## config.mk

```make
export PLATFORM = sky130hd
export DESIGN_NAME = gpc_cell
export DESIGN_NICKNAME = d
export VERILOG_FILES = /design/src/rtl/core/gpc_pkg.sv /design/src/rtl/core/gpc_cell.sv
export SDC_FILE = /design/constraint.sdc
export NUM_CORES = 1
export LEC_CHECK = 0
export BUFFER_PORTS_ARGS = -buffer_cell sky130_fd_sc_hd__buf_2
export CAP_MARGIN = 15
export CORE_ASPECT_RATIO = 1.4
export CORE_MARGIN = 5
export CORE_UTILIZATION = 30
export CTS_CLUSTER_DIAMETER = 120
export DETAILED_ROUTE_END_ITERATION = 6
export MAX_ROUTING_LAYER = met4
export PLACE_DENSITY_LB_ADDON = 0.1
export SLEW_MARGIN = 30
export SYNTH_ARGS = -nofsm -noshare
export SYNTH_HDL_FRONTEND = slang
export SYNTH_SLANG_ARGS = --single-unit
```

## constraint.sdc

```tcl
create_clock -name clk -period 1 [get_ports clk]
set_input_delay 0.2 -clock clk [delete_from_list [all_inputs] [get_ports clk]]
set_output_delay 0.2 -clock clk [all_outputs]
set_load 0.01 [all_outputs]
```

## src/rtl/core/gpc_pkg.sv

```systemverilog
`default_nettype none

package gpc_pkg;

    // row buffer depth, the widest grid that can be configured
    localparam int MAX_WIDTH     = 128;
    localparam int COL_W         = $clog2(MAX_WIDTH);

    localparam int HEIGHT_LIMIT  = 4096;
    localparam int ROW_W         = $clog2(HEIGHT_LIMIT);

    localparam int COUNT_W       = 30;
    localparam int GRID_WIDTH_W  = 8;
    localparam int GRID_HEIGHT_W = 13;
    localparam int CFG_DATA_W    = 13;
    localparam int CFG_INDEX_W   = 1;

    localparam logic [COUNT_W-1:0] PRIME = COUNT_W'(1000000007);

    typedef logic [COUNT_W-1:0] count_t;

    typedef enum logic [CFG_INDEX_W-1:0] {
        CFG_GRID_WIDTH,
        CFG_GRID_HEIGHT
    } cfg_index_t;

    // per-cell control from the grid counter
    typedef struct packed {
        logic shift;
        logic load;
    } cell_ctrl_t;

endpackage

`default_nettype wire

```

## src/rtl/core/gpc_cell.sv

```systemverilog
`default_nettype none

module gpc_cell
    import gpc_pkg::*;
(
    input  wire        clk,
    input  cell_ctrl_t ctrl,
    input  count_t     load_count,
    input  count_t     shift_count,
    output count_t     count
);

    count_t count_reg;
    count_t count_next;

    // the cell at the row end takes the new count, the others take their neighbor's
    always_comb
    begin
        count_next = ctrl.load ? load_count : shift_count;
    end

    always_ff @(posedge clk)
    begin
        if (ctrl.shift)
        begin
            count_reg <= count_next;
        end
    end

    assign count = count_reg;

endmodule

`default_nettype wire

```

==> results of run 1 <==
-- logic make-up after synthesis --
kind of cell	Yosys count	synth area share
buffers and inverters	3	0.0244
multiplexers	30	0.325
flip-flops	30	0.650
-- per-stage QoR --
step / instances / setup TNS (ps) / utilization / setup slack [ps] / hold WS (ps)
6_report: 225 / -8.82 / 0.455 / -8.82 / 227
5_1_grt: 225 / -468 / 0.455 / -48.9 / 208
4_1_cts: 225 / -33.2 / 0.455 / -14.4 / 213
3_5_place_dp: 218 / -2780 / 0.438 / -110 / 503
3_3_place_gp: 218 / -2580 / 0.438 / -97.5 / 502
2_1_floorplan: 63 / 0 / - / 104 / 312
-- synth_stat cells --
cell type and instances:
mux2_4 30, buf_6 3, edfxtp_1 30
-- area by class of cell --
class	instances	area, um^2	share of cell area
clock buffer	7	76.3	0.0373
multi-input combinational	30	450	0.220
sequential	30	901	0.440
tap	62	77.6	0.0379
timing repair buffer	96	541	0.264
-- power groups by stage --
stage	sequential, mW	combinational, mW	clock [mW]
5_1_grt	1.56	0.591	0.977
2_1_floorplan	1.64	0.193	0
3_3_place_gp	1.57	0.546	0
3_5_place_dp	1.57	0.559	0
6_report	1.54	0.549	0.870
4_1_cts	1.55	0.560	0.919
-- routing by layer --
metal	track usage	share of wire	vias to the layer above
met1	0.108	0.34	421
met3	0.0461	0.096	5
li1	-	-	444
met4	0.0491	0.018	0
met2	0.194	0.55	49
met5	-	0	-
-- path summary, 6_finish.rpt --
kind          start        end  slack, ps  cells past startpoint
max       count[11]  count[11]         -9                      1
min   load_count[8]   count[8]        230                      2
==> flow_metrics.tcl, run 1 <==
set metrics [dict create \
    grt_usage 0.113 \
    intPower_mw 2.33 \
    grt_pass1_wl_um 4990 \
    vias_per_cell 4.08 \
    port_buffers 92 \
    p_leak_nw 0.978 \
    rows 29 \
    final_common_cell "buf_2" \
    synthTopCellsByArea "edfxtp_1 (65%), mux2_4 (33%), buf_6 (2.4%)" \
    ir_drop_mv 0.522 \
    crit_family "flip-flops" \
    io_pins 93 \
    ys.warnings.count 0 \
    die_w_um 67.4 \
    run_status "finished, violations left" \
    initial_core_util 0.308 \
    grt_max_degree 18 \
    p_seq_frac 0.521 \
    hpwl_um 2580 \
    cts_tree "yes" \
    crit_chain "buf_2" \
    violations "negative setup slack" \
    fin_crit_ps 1010 \
    diodes 0 \
    crit_fanout 1 \
    cpMaxStageDelayCell "edfxtp_1" \
    worstSetupEndpointType "output port" \
    layout_common_cells "buf_2 (92), mux2_4 (30), edfxtp_1 (30)" \
    power.total_mw 2.96 \
    post-cts-setup-buffer-count 0 \
    path_clk_slew_ps 60 \
    ys_ff_latch 30 \
    combPwrFrac 0.185 \
    drtIter0Drc 29 \
    slew_violations 0 \
    htreeDepth 2 \
    syn_inst 63 \
    grt_pass1_vias 1090 \
    crit_type "flip-flop to output port" \
    dpl_cell_area_um2 1970 \
    relSlewSlack 0.911 \
    ys_seq_area_frac 0.650 \
    num-nets-final 226 \
    dr.pass1.iters 2 \
    core-area_um2 4500 \
    syn_area_per_cell_um2 22.0 \
    clock_sinks 30 \
    clockBufferDepth 2 \
    clock_power_share 0.294 \
    yosysTopAreaCell "edfxtp_1" \
    fin_crit_sh 1.01 \
    cap_violations 0 \
    largest_reg_flops 30 \
    drc 0 \
    synth_fp_nets 126 \
    ant_nets 0 \
    root_buffer "clkbuf_8" \
    ys_types 3 \
    totalWireLength_um 3170 \
    cp.required_ps 800 \
    hold_buffers 0 \
    area_growth_pct 47.7 \
    tightest_slew_ps 133 \
    synth.top_cell.area_share 0.650 \
    gp_congestion 0.708 \
    die_y_um 90.4 \
    max_stage_delay_ps 390 \
    swShare 0.215 \
    path_buf_inv 1 \
    vias 919 \
    synth_area_um2 1390 \
    drive_gt1_frac 0.804 \
    hold_viol 0 \
    critPathArrivalTime_ps 810 \
    fp.dieArea_um2 6090 \
    worstSetupStartpointType "flip-flop" \
    hp-class "primary input to flip-flop" \
    grt_overflow_total 0 \
    worst_slack_ps -8.82 \
    wl_per_cell_um 14.1 \
    cts_resized 0 \
    antenna_found_initial 0 \
    n_fill_cell 433 \
    max_freq_mhz 991 \
    numCtsBuffers 5 \
    rsz0062_at_grt "yes" \
    power.switching_uw 638 \
    p_per_area_nw_per_um2 1450 \
    setup_violations 1 \
    fin_area_um2 2050 \
]
(Power assumes the default switching activity.)
==> inputs of run 2 (changes only) <==
==> constraint.sdc (replaced) <==
create_clock -name clk -period 1.15 [get_ports clk]
set_input_delay 0.23 -clock clk [delete_from_list [all_inputs] [get_ports clk]]
set_output_delay 0.23 -clock clk [all_outputs]
set_load 0.01 [all_outputs]
==> run 2 against run 1 <==
The run now ends clean. Sequential cell count did not move. Clock-buffer cell count did not move. Die area did not move. Sequential power fell by 13%. First-iteration DRC count rose by 3.4%. Critical endpoint is now count[8].
==> flow_metrics.tcl, run 2 (synthesized netlist as in run 1, its figures left out) <==
set metrics [dict create \
    run_status "complete, no violations" \
    hp-start "shift_count[7]" \
    root_buffer "clkbuf_8" \
    cpMaxStageDelayCell "edfxtp_1" \
    htreeDepth 2 \
    antenna_found_initial 0 \
    hold_depth 2 \
    drc 0 \
    ir_drop_mv 0.431 \
    crit_chain "buf_2" \
    fin_crit_sh 0.892 \
    final_common_cell "buf_2" \
    critPathArrivalTime_ps 800 \
    p_leak_nw 0.968 \
    hp-class "primary input to flip-flop" \
    io_pins 93 \
    vias_per_cell 4.13 \
    max_freq_mhz 975 \
    setup_violations 0 \
    layout_common_cells "buf_2 (92), mux2_4 (30), edfxtp_1 (30)" \
    whs_endpoint "count[7]" \
    totalWireLength_um 3080 \
    post-cts-setup-buffer-count 0 \
    tightest_slew_ps 165 \
    num-nets-final 225 \
    gp_congestion 0.707 \
    crit_family "flip-flops" \
    ant_nets 0 \
    clock_sinks 30 \
    n_fill_cell 458 \
    rsz0062_at_grt "no" \
    grt_pass1_wl_um 4750 \
    max_stage_delay_ps 380 \
    grt_max_degree 31 \
    crit_type "flip-flop to output port" \
    path_clk_slew_ps 60 \
    vias 926 \
    path_buf_inv 1 \
    die_w_um 67.4 \
    worstSetupStartpointType "flip-flop" \
    numCtsBuffers 5 \
    worstSetupEndpointType "output port" \
    relSlewSlack 0.890 \
    layoutNonFillerInstCount 224 \
    hold_buffers 0 \
    hold_viol 0 \
    grt_usage 0.109 \
    diodes 0 \
    cap_violations 0 \
    die_y_um 90.4 \
    place_inst 217 \
    initial_core_util 0.308 \
    tns_ps 0 \
    grt_pass1_vias 1059 \
    largest_reg_flops 30 \
    drive_gt1_frac 0.802 \
    cp_num_cells 1 \
    crit_fanout 1 \
    cts_resized 0 \
    wl_per_cell_um 13.7 \
    core-area_um2 4500 \
    area_growth_pct 46.3 \
    p_per_area_nw_per_um2 1260 \
    drtIter0Drc 30 \
    clockBufferDepth 2 \
    rows 29 \
    cp.required_ps 920 \
    cts_tree "yes" \
    fin_crit_ps 1030 \
    fp.dieArea_um2 6090 \
    port_buffers 92 \
    slew_violations 0 \
    dr.pass1.iters 4 \
    grt_overflow_total 0 \
    critPathLaunch "count[8]" \
]
==> run 2: power by group <==
group	internal (mW)	switching [mW]	total, mW
clock network	0.415	0.334	0.748
logic	0.278	0.188	0.467
registers	1.32	0.0214	1.34
total	2.02	0.543	2.56
==> run 2: metrics by stage <==
stage	cell area [um^2]	power, mW	setup WS, ps	hold WS [ps]	util
after floorplan	1390	1.60	224	342	-
after global placement	1950	1.83	22.5	532	0.433
after detailed placement	1950	1.84	5.75	534	0.433
after CTS	2030	2.61	106	243	0.450
after global routing	2030	2.69	68.2	240	0.450
final	2030	2.56	124	258	0.450
==> run 2: cell type report <==
class,instances,area [um^2],share of cell area
sequential,30,901,0.445
multi-input combinational,30,450,0.222
clock buffer,7,76.3,0.0377
tap,62,77.6,0.0383
timing repair buffer,95,520,0.257
==> run 2: how the worst max path moves through the flow <==
| stage | to | slack, ps |
|---|---|---|
| after global placement | count[17] | 20 |
| after CTS | count[8] | 110 |
| final | count[8] | 120 |
| after floorplan | count[0] | 220 |
| after detailed placement | count[8] | 6 |
| after global routing | count[11] | 70 |
==> run 2: layer usage <==
layer  global-route usage  wire, um  part of all wire  vias to the layer above
met2                0.192      1730              0.56                       51
met5                    -         0                 0                        -
met3               0.0473       341              0.11                        5
li1                     -         -                 -                      443
met4               0.0457        57             0.019                        0
met1               0.0972       952              0.31                      427
